File: src/rtl/ssi_pkg.sv
// Shared widths and word types for the segment intersection core.
package ssi_pkg;

  localparam int CW  = 16;          // coordinate width
  localparam int DW  = CW + 1;      // coordinate differences
  localparam int CRW = 2 * CW + 3;  // cross products, signed
  localparam int NW  = 3 * CW + 4;  // scaled point numerators, signed
  localparam int QB  = CW + 1;      // quotient magnitude bits, one per divider cell

  typedef struct packed {
    logic signed [CW-1:0] ray_start_x;
    logic signed [CW-1:0] ray_start_y;
    logic signed [CW-1:0] ray_dir_x;
    logic signed [CW-1:0] ray_dir_y;
    logic signed [CW-1:0] seg_a_x;
    logic signed [CW-1:0] seg_a_y;
    logic signed [CW-1:0] seg_b_x;
    logic signed [CW-1:0] seg_b_y;
  } coord_t;

  typedef struct packed {
    logic          hit;
    logic          neg_x;
    logic          neg_y;
    logic [NW-1:0] rem_x;
    logic [NW-1:0] rem_y;
    logic [NW-1:0] dsh;
    logic [QB-1:0] quo_x;
    logic [QB-1:0] quo_y;
  } div_word_t;

endpackage

File: src/rtl/ssi_div_cell.sv
// One restoring division cell: settle one quotient bit for x and y.
module ssi_div_cell import ssi_pkg::*; (
  input  logic      clk_i,
  input  logic      rst_ni,
  input  logic      valid_i,
  input  div_word_t word_i,
  output logic      valid_o,
  output div_word_t word_o
);

  logic      valid_q;
  div_word_t word_d, word_q;
  logic      ge_x, ge_y;

  always_comb begin
    ge_x         = word_i.rem_x >= word_i.dsh;
    ge_y         = word_i.rem_y >= word_i.dsh;
    word_d       = word_i;
    word_d.rem_x = ge_x ? word_i.rem_x - word_i.dsh : word_i.rem_x;
    word_d.rem_y = ge_y ? word_i.rem_y - word_i.dsh : word_i.rem_y;
    word_d.dsh   = word_i.dsh >> 1;
    word_d.quo_x = {word_i.quo_x[QB-2:0], ge_x};
    word_d.quo_y = {word_i.quo_y[QB-2:0], ge_y};
  end

  always_ff @(posedge clk_i or negedge rst_ni) begin
    if (!rst_ni) begin
      valid_q <= 1'b0;
    end else begin
      valid_q <= valid_i;
    end
  end

  always_ff @(posedge clk_i) begin
    word_q <= word_d;
  end

  assign valid_o = valid_q;
  assign word_o  = word_q;

endmodule

File: config.mk
export PLATFORM = sky130hd
export DESIGN_NAME = ssi_div_cell
export DESIGN_NICKNAME = d
export VERILOG_FILES = /design/src/rtl/ssi_pkg.sv /design/src/rtl/ssi_div_cell.sv
export SDC_FILE = /design/constraint.sdc
export NUM_CORES = 1
export LEC_CHECK = 0
export BUFFER_PORTS_ARGS = -buffer_cell sky130_fd_sc_hd__buf_4
export CORE_AREA = 2 2 178 180
export CTS_BUF_LIST = sky130_fd_sc_hd__clkbuf_4
export DETAILED_ROUTE_END_ITERATION = 10
export DIE_AREA = 0 0 180 182
export SETUP_SLACK_MARGIN = 0.4
export SLEW_MARGIN = 20
export SYNTH_ARGS = -nofsm -noshare
export SYNTH_HDL_FRONTEND = slang
export SYNTH_SLANG_ARGS = --single-unit
File: constraint.sdc
create_clock -name clk_i -period 1.3 [get_ports clk_i]
set_input_delay 0.39 -clock clk_i [delete_from_list [all_inputs] [get_ports clk_i]]
set_output_delay 0.39 -clock clk_i [all_outputs]
set_load 0.05 [all_outputs]
==> results of run 1 <==
timing repair:
action | 4_1_cts | 5_1_grt
hold endpoints to repair | 182 | 0
pin swaps | 14 | 18
cloned | 8 | 2
endpoints found under the setup margin | 299 | 299
gates resized for setup | 410 | 111
hold buffers | 184 | 0
buffers inserted | 24 | 13
worst max path at each step:
stage / start / endpoint / slack (ns)
after floorplan: word_i[138] / word_o[142] / -1.66
after global placement: word_i[37] / word_o[187] / -2.16
after detailed placement: word_i[37] / word_o[187] / -2.20
after CTS: word_i[138] / word_o[186] / -1.33
after global routing: word_i[138] / word_o[159] / -1.49
final: word_i[138] / word_o[159] / -1.45
worst min-delay path: stages:
cell    delay (ns)
buf_4         0.09
buf_4         0.09
mux2_4        0.12
per-layer routing:
| metal | track usage (%) | part of all wire (%) | vias up |
|---|---|---|---|
| met5 | 0 | 0 | - |
| met4 | 14.7 | 4.5 | 0 |
| met3 | 6.36 | 5.7 | 128 |
| met2 | 53.0 | 50 | 505 |
| met1 | 34.8 | 40 | 6483 |
| li1 | - | - | 6675 |
final cells by class:
type,count,share of cell area [%]
multi-input cells,963,34.1
clock inverters,13,0.745
inverters,85,1.53
diodes,1,0.0107
clock buffers,19,0.611
well taps,402,2.16
flip-flops and latches,193,17.6
repair buffers,1045,43.3
registers in the layout, summed over array words and instances, names as in the netlist:
register and count:
valid_o 1, word_o 192
cell families (layout without fill, tap and decap cells):
logic type                 Yosys count  count (layout)  share of synthesized area [%]
xor gates and xnor gates            90              90                           6.80
adders and majority gates          106             106                           11.6
buffers and inverters              138            1162                           5.30
AOI/OAI and AO/OA                  367             367                           20.5
other                                1               2                         0.0324
and+or+nand+nor                    295             295                           12.4
muxes                              104             104                           10.0
DFF                                193             193                           33.4
cells in the final DEF, fill, tap and decap left out, types with 49 or more instances in the layout:
master | netlist | final
a21oi_1 | 126 | 105
inv_1 | 85 | 69
mux2_4 | 0 | 68
xnor2_1 | 56 | 56
nor2_1 | 65 | 61
ha_1 | 104 | 80
dfxtp_2 | 0 | 192
dlygate4sd3_1 | 0 | 184
nand2_1 | 88 | 86
a21o_1 | 49 | 49
buf_4 | 2 | 623
buf_8 | 0 | 174
metrics by stage:
stage	total power (W)	cell area, um^2	TNS [ns]	setup WS (ns)	util [%]
2_1_floorplan	0.0136	12300	-167.14	-1.66	-
3_3_place_gp	0.0177	18600	-209.84	-2.16	59.9
3_5_place_dp	0.0178	18600	-214.84	-2.20	59.9
4_1_cts	0.0238	22700	-186.04	-1.33	73.4
5_1_grt	0.0255	23300	-204.24	-1.49	75.3
6_report	0.0245	23300	-187.56	-1.45	75.3
power breakdown:
part	switching (W)	internal (W)	total (W)	leakage [nW]
sequential	0.000549	0.00682	0.00737	1.63
combinational	0.00663	0.00669	0.0133	9.41
clock	0.00238	0.00142	0.00380	0.167
total	0.00956	0.0149	0.0245	11.2
==> tab_implementation.tex, run 1 <==
\begin{tabular}{lr}
\hline
Metric & Value \\
\hline
\multicolumn{2}{l}{\textbf{Clocking}} \\
Sink Count & $\sim$190 \\
Clock-pin transition on the worst setup and hold timing paths & 0.18 ns \\
Clock Path Buffers & 2 \\
H-tree lvl count & 4 \\
Inserted Clock Buffers & 17 \\
Clock tree from TritonCTS & built \\
CTS root buf & clkbuf\_4 \\
\multicolumn{2}{l}{\textbf{STA}} \\
Highest clock frequency the design can meet & 0.364 GHz \\
Final worst-path setup slack & -1.45 ns \\
Tcrit/Tclk final & 211\% \\
Headroom to the max-slew limit & 61.2\% \\
Post-route minimum period & $\sim$2.7 ns \\
Fin. max-slew vios & 0 \\
Hold Worst Slack & between 0.05 and 0.06 ns \\
Number of failing hold endpoints at the final stage & 0 \\
Unrepaired setup endpoints after global routing & yes \\
Transition time at the pin with the least slew margin & about 0.58 ns \\
Total of endpoints with negative setup slack in the final report & roughly 300 \\
\multicolumn{2}{l}{\textbf{Yosys}} \\
Number of synthesized flops with an enable pin & 0 \\
Cell area after synthesis & 11600 um\^{}2 \\
Leading area contributor after synthesis & dfxtp\_1 \\
Sequential element share of the synthesized area & $\sim$33\% \\
Synthesized netlist cell count & approximately 1300 \\
Synth Register Bits & 193 \\
Ys Warns & 0 \\
Top cell type's share of synthesized area & between 30\% and 40\% \\
Most common cell in the netlist & dfxtp\_1 \\
Most instantiated flip-flop cell in the synthesis netlist & dfxtp\_1 \\
Post-Synthesis Net Count & 1596 \\
Mean Syn Cell Area & 8.95 um\^{}2 \\
Fraction of synthesis flops using an asynchronous set or reset pin & less than 1\% \\
Top cell types by occurrence after synthesis & 192 x dfxtp\_1, 126 x a21oi\_1, 104 x ha\_1, 88 x mux2\_2, 88 x nand2\_1 \\
Unique cell type count in the Yosys netlist & 74 \\
Top cells by area in the synthesized netlist & dfxtp\_1 33\%, ha\_1 11\%, mux2\_2 8.6\% \\
\multicolumn{2}{l}{\textbf{Run status}} \\
Failing checks & setup timing \\
Result of the run & complete, but fails checks \\
\multicolumn{2}{l}{\textbf{Worst setup path}} \\
Bufs and invs on worst path & 5 \\
Cells along the critical path & buf\_12 > inv\_12 > ha\_4 > fa\_2 > nand2b\_4 > a211oi\_4 > o41ai\_4 > buf\_6 > a2111oi\_4 > nor3\_4 > nor2\_2 > o21a\_1 > o31ai\_4 > buf\_6 > bufbuf\_16 > mux2\_4 \\
Largest fanout on the critical path & 7 \\
Cell seen most often among critical-path stages & buf\_6 \\
CP delay by family, top & compound AO/OA/AOI/OAI gates \\
Worst setup EP type & flip-flop \\
Class of the most critical setup path & in -> reg \\
Endpoint required time on the critical path & $\sim$1.9 ns \\
Standard cell with the maximum stage delay on the critical path & a2111oi\_4 \\
Cell count along the critical path & 16 \\
Peak per-stage delay on the critical path & 0.35 ns \\
Sort of element at the start of the critical path & primary input \\
Critical Path AT & approximately 3.3 ns \\
\multicolumn{2}{l}{\textbf{Global routing}} \\
GR Overflow Total & 0 \\
Initial antenna violation count & 1 \\
Overall global routing resource usage & between 30\% and 40\% \\
Number of global-route vias before repair & 14600 \\
Wire length of the first global-routing pass & 77.9 mm \\
Pin count of the biggest net entering global routing & 18 \\
\multicolumn{2}{l}{\textbf{Finish}} \\
Final cell count without fillers & about 2700 \\
Count of fill cells added during filler insertion & 2071 \\
Seq. cell area & 4110 um\^{}2 \\
Footprint of the multi-input gates & 7950 um\^{}2 \\
Layout Area Growth over Synthesis & 101\% \\
Fraction of layout cells with a size suffix above 1 & a little under three fifths \\
Net count, final & 2607 \\
\multicolumn{2}{l}{\textbf{Power}} \\
Power per standard cell area & roughly 1000 nW/um\^{}2 \\
P\_leak & approximately 11 nW \\
Maximum ir drop on the vdd rail & approximately 0.66 mV \\
\multicolumn{2}{l}{\textbf{Hold path}} \\
Worst-case hold path end point & word\_o[146] \\
Type of the most critical hold path & in -> reg \\
Number of cells on the worst hold path & 3 \\
Hold path start & word\_i[146] \\
\multicolumn{2}{l}{\textbf{Place}} \\
Port buffer count & between 300 and 400 \\
HPWL after detailed placement & around 35 mm \\
Number of cells after detailed placement & 2457 \\
Last weighted congestion value of the routability-driven placer & 0.886 \\
\multicolumn{2}{l}{\textbf{Drt}} \\
DRC violation total after the first TritonRoute iteration & approximately 740 \\
DRC Markers & 0 \\
Vias & between 10000 and 15000 \\
Average wire length per cell after detail routing & approximately 19 um \\
Post-detailed-route via-to-cell ratio & $\sim$5.1 \\
Total Routed Length & 51.4 mm \\
Routed Antenna Nets & 0 \\
Count of TritonRoute iterations in the first routing pass & 6 \\
\multicolumn{2}{l}{\textbf{Floorplanning}} \\
Height of the die & around 180 um \\
Die area & $\sim$33000 um\^{}2 \\
Effective utilization at floorplan & 37.4\% \\
I/O pin count & 390 \\
Standard cell core area & roughly 31000 um\^{}2 \\
Die boundary width & between 150 and 200 um \\
Number of rows in the core area & 65 \\
\multicolumn{2}{l}{\textbf{Run}} \\
Max-cap violations & 0 \\
\hline
\end{tabular}
No activity file was read; power rests on OpenSTA's default activity.
==> run 2, diff against run 1 <==
--- a/config.mk
+++ b/config.mk
@@ -6,10 +6,10 @@
 export NUM_CORES = 1
 export LEC_CHECK = 0
 export BUFFER_PORTS_ARGS = -buffer_cell sky130_fd_sc_hd__buf_4
-export CORE_AREA = 2 2 178 180
+export CORE_AREA = 5 5 181 183
 export CTS_BUF_LIST = sky130_fd_sc_hd__clkbuf_4
 export DETAILED_ROUTE_END_ITERATION = 10
-export DIE_AREA = 0 0 180 182
+export DIE_AREA = 0 0 186 188
 export SETUP_SLACK_MARGIN = 0.4
 export SLEW_MARGIN = 20
 export SYNTH_ARGS = -nofsm -noshare
==> tab_implementation.tex, run 2 (synthesized netlist as in run 1, its figures left out) <==
\begin{tabular}{lr}
\hline
Metric & Value \\
\hline
\multicolumn{2}{l}{\textbf{Power}} \\
Power per standard cell area & 1040 nW/um\^{}2 (was 1050 nW/um\^{}2) \\
Reg power frac & 30.4\% (was 30.1\%) \\
P\_leak & 11.2 nW (about the same) \\
Switching fraction of total power & 40.6\% (was 39.0\%) \\
Clk pwr share & 14.3\% (was 15.5\%) \\
Cell internal power dissipation & 0.0144 W (was 0.0149 W) \\
Maximum ir drop on the vdd rail & 0.837 mV (was 0.660 mV) \\
Switching component of the power & 0.00987 W (was 0.00956 W) \\
Gate power share & 55.3\% (was 54.4\%) \\
\multicolumn{2}{l}{\textbf{STA}} \\
Tcrit/Tclk final & 214\% (was 211\%) \\
Post-route minimum period & 2.78 ns (was 2.75 ns) \\
Unrepaired setup endpoints after global routing & yes (unchanged) \\
Final worst-path setup slack & -1.48 ns (was -1.45 ns) \\
Total of endpoints with negative setup slack in the final report & 299 (unchanged) \\
Highest clock frequency the design can meet & 0.360 GHz (was 0.364 GHz) \\
Number of failing hold endpoints at the final stage & 0 (unchanged) \\
Headroom to the max-slew limit & 59.8\% (was 61.2\%) \\
Fin Setup TNS & -192.79 ns (was -187.56 ns) \\
Hold Worst Slack & 0.0427 ns (was 0.0586 ns) \\
Transition time at the pin with the least slew margin & 0.597 ns (was 0.576 ns) \\
Fin. max-slew vios & 0 (unchanged) \\
\multicolumn{2}{l}{\textbf{Clocking}} \\
Clock tree from TritonCTS & built (unchanged) \\
Inserted Clock Buffers & 17 (unchanged) \\
CTS root buf & clkbuf\_4 (unchanged) \\
Clock Path Buffers & 2 (unchanged) \\
Clock-pin transition on the worst setup and hold timing paths & 0.20 ns (was 0.18 ns) \\
Sink Count & 193 (unchanged) \\
H-tree lvl count & 4 (unchanged) \\
\multicolumn{2}{l}{\textbf{Place}} \\
Total cell area at the placement stage & 18600 um\^{}2 (about the same) \\
Number of cells after detailed placement & 2451 (was 2457) \\
Last weighted congestion value of the routability-driven placer & 0.928 (was 0.886) \\
Port buffer count & 386 (unchanged) \\
HPWL after detailed placement & 35.7 mm (was 35.0 mm) \\
\multicolumn{2}{l}{\textbf{Floorplanning}} \\
I/O pin count & 390 (unchanged) \\
Height of the die & 188 um (was 182 um) \\
Die boundary width & 186 um (was 180 um) \\
Die area & 35000 um\^{}2 (was 32800 um\^{}2) \\
Standard cell core area & 31100 um\^{}2 (was 31000 um\^{}2) \\
Effective utilization at floorplan & 37.3\% (was 37.4\%) \\
Number of rows in the core area & 65 (unchanged) \\
\multicolumn{2}{l}{\textbf{Drt}} \\
Highest routed layer & met4 (unchanged) \\
Routed length on met3 & 3.46 mm (was 2.94 mm) \\
Post-detailed-route via-to-cell ratio & 5.13 (was 5.07) \\
Count of TritonRoute iterations in the first routing pass & 5 (was 6) \\
Met2 wire length & 26.9 mm (was 25.6 mm) \\
Average wire length per cell after detail routing & 19.7 um (was 18.9 um) \\
DRC violation total after the first TritonRoute iteration & 790 (was 739) \\
Total Routed Length & 53.4 mm (was 51.4 mm) \\
Detailed-routing wirelength on met1 & 21.1 mm (was 20.6 mm) \\
DRC Markers & 0 (unchanged) \\
Vias & 13900 (was 13800) \\
Routed Antenna Nets & 0 (unchanged) \\
\multicolumn{2}{l}{\textbf{Global routing}} \\
Overall global routing resource usage & 29.2\% (was 30.1\%) \\
GR Overflow Total & 0 (unchanged) \\
Number of global-route vias before repair & 15000 (was 14600) \\
Initial antenna violation count & 1 (unchanged) \\
Wire length of the first global-routing pass & 80.8 mm (was 77.9 mm) \\
Pin count of the biggest net entering global routing & 20 (was 18) \\
\multicolumn{2}{l}{\textbf{Finish}} \\
Finished layout cell area & 23300 um\^{}2 (about the same) \\
Footprint of the multi-input gates & 7960 um\^{}2 (was 7950 um\^{}2) \\
Net count, final & 2601 (was 2607) \\
Most common library cell in the layout ignoring fill and taps & buf\_4 (unchanged) \\
Seq. cell area & 4110 um\^{}2 (unchanged) \\
Most used cells in the layout excluding fill and tap cells & 616 x buf\_4, 192 x dfxtp\_2, 190 x buf\_8, 188 x dlygate4sd3\_1, 110 x a21oi\_1 (was 623 x buf\_4, 192 x dfxtp\_2, 184 x dlygate4sd3\_1, 174 x buf\_8, 105 x a21oi\_1) \\
Layout Area Growth over Synthesis & 101\% (about the same) \\
Fraction of layout cells with a size suffix above 1 & 55.0\% (was 55.6\%) \\
Count of fill cells added during filler insertion & 2132 (was 2071) \\
Flip-flop count of the largest register after layout & 192 (unchanged) \\
Final cell count without fillers & 2715 (was 2721) \\
\multicolumn{2}{l}{\textbf{Worst setup path}} \\
Endpoint required time on the critical path & 1.91 ns (was 1.86 ns) \\
Class of the most critical setup path & in -> reg (unchanged) \\
Peak per-stage delay on the critical path & 0.35 ns (about the same) \\
Sort of element at the start of the critical path & primary input (unchanged) \\
Standard cell with the maximum stage delay on the critical path & a2111oi\_4 (unchanged) \\
Largest fanout on the critical path & 4 (was 7) \\
Destination of the critical timing path & word\_o[139] (was word\_o[159]) \\
Cells along the critical path & buf\_8 > inv\_12 > ha\_4 > fa\_2 > nand2b\_4 > a211oi\_4 > o41ai\_4 > buf\_6 > a2111oi\_4 > nor3\_4 > nor2\_2 > o21a\_1 > o31ai\_4 > buf\_6 > buf\_12 > clkbuf\_16 > buf\_8 > mux2i\_2 (was buf\_12 > inv\_12 > ha\_4 > fa\_2 > nand2b\_4 > a211oi\_4 > o41ai\_4 > buf\_6 > a2111oi\_4 > nor3\_4 > nor2\_2 > o21a\_1 > o31ai\_4 > buf\_6 > bufbuf\_16 > mux2\_4) \\
Critical Path AT & 3.39 ns (was 3.30 ns) \\
Worst Setup SP & word\_i[138] (unchanged) \\
Worst setup EP type & flip-flop (unchanged) \\
\multicolumn{2}{l}{\textbf{Run}} \\
Max-cap violations & 0 (unchanged) \\
\multicolumn{2}{l}{\textbf{Run status}} \\
Failing checks & setup timing (unchanged) \\
Result of the run & complete, but fails checks (unchanged) \\
\multicolumn{2}{l}{\textbf{Hold path}} \\
Type of the most critical hold path & in -> reg (unchanged) \\
\hline
\end{tabular}
-- run 2: cell types whose count changed in the layout (fill, tap and decap cells not counted), moves of 7 or more --
cell,previous run,this run
buf_6,45,25
mux2_2,27,16
buf_8,174,190
buf_4,623,616
mux2_4,68,79
-- run 2: repair_timing --
action | CTS | global route
endpoints found under the setup margin | 299 | 299
buffers inserted | 30 | 2
hold buffers | 188 | 0
cloned | 10 | 1
gates resized for setup | 439 | 97
endpoints found under the hold margin | 187 | 0
pin swaps | 22 | 7
-- run 2: per-stage QoR --
step	total power, W	utilization (%)	setup slack [ns]
finish	0.0243	75.1	-1.48
floorplan	0.0136	-	-1.66
detailed placement	0.0178	59.7	-2.34
CTS	0.0237	73.6	-1.38
global placement	0.0177	59.7	-2.29
global route	0.0253	75.1	-1.53
-- run 2: how the worst min path moves through the flow --
stage / start / endpoint / slack [ns] / cells after the start
6_report: word_i[86] / word_o[86] / 0.04 / 4
5_1_grt: word_i[86] / word_o[86] / 0.01 / 4
4_1_cts: word_i[109] / word_o[109] / 0.01 / 3
3_5_place_dp: rst_ni / valid_o / 0.17 / 1
3_3_place_gp: rst_ni / valid_o / 0.17 / 1
2_1_floorplan: rst_ni / valid_o / 0.09 / 0
-- run 2: area by class of cell --
type	count	share of cell area, %
clock buffer	17	0.547
multi-input combinational	963	34.1
inverter	85	1.53
antenna	1	0.0107
clock inverter	15	0.622
sequential	193	17.6
tap	402	2.16
timing repair buffer	1039	43.4
-- run 2: power by group through the flow --
| stage | clock, W | combinational, W | sequential, W |
|---|---|---|---|
| 3_3_place_gp | 0 | 0.0105 | 0.00719 |
| 6_report | 0.00347 | 0.0134 | 0.00738 |
| 2_1_floorplan | 0 | 0.00379 | 0.00978 |
| 3_5_place_dp | 0 | 0.0106 | 0.00718 |
| 4_1_cts | 0.00350 | 0.0129 | 0.00733 |
| 5_1_grt | 0.00380 | 0.0141 | 0.00746 |
-- run 2: routing by layer --
| layer | GRT usage (%) | vias to the layer above |
|---|---|---|
| met5 | 0 | - |
| li1 | - | 6662 |
| met1 | 34.6 | 6614 |
| met4 | 11.5 | 0 |
| met3 | 5.70 | 130 |
| met2 | 51.6 | 532 |
-- run 2: critical path, delay by kind of cell --
kind            cells  cell delay (ns)
compound gates      5             1.00
mux                 1             0.22
simple gates        3             0.41
buf+inv             7             0.87
fa+ha+maj           2             0.49
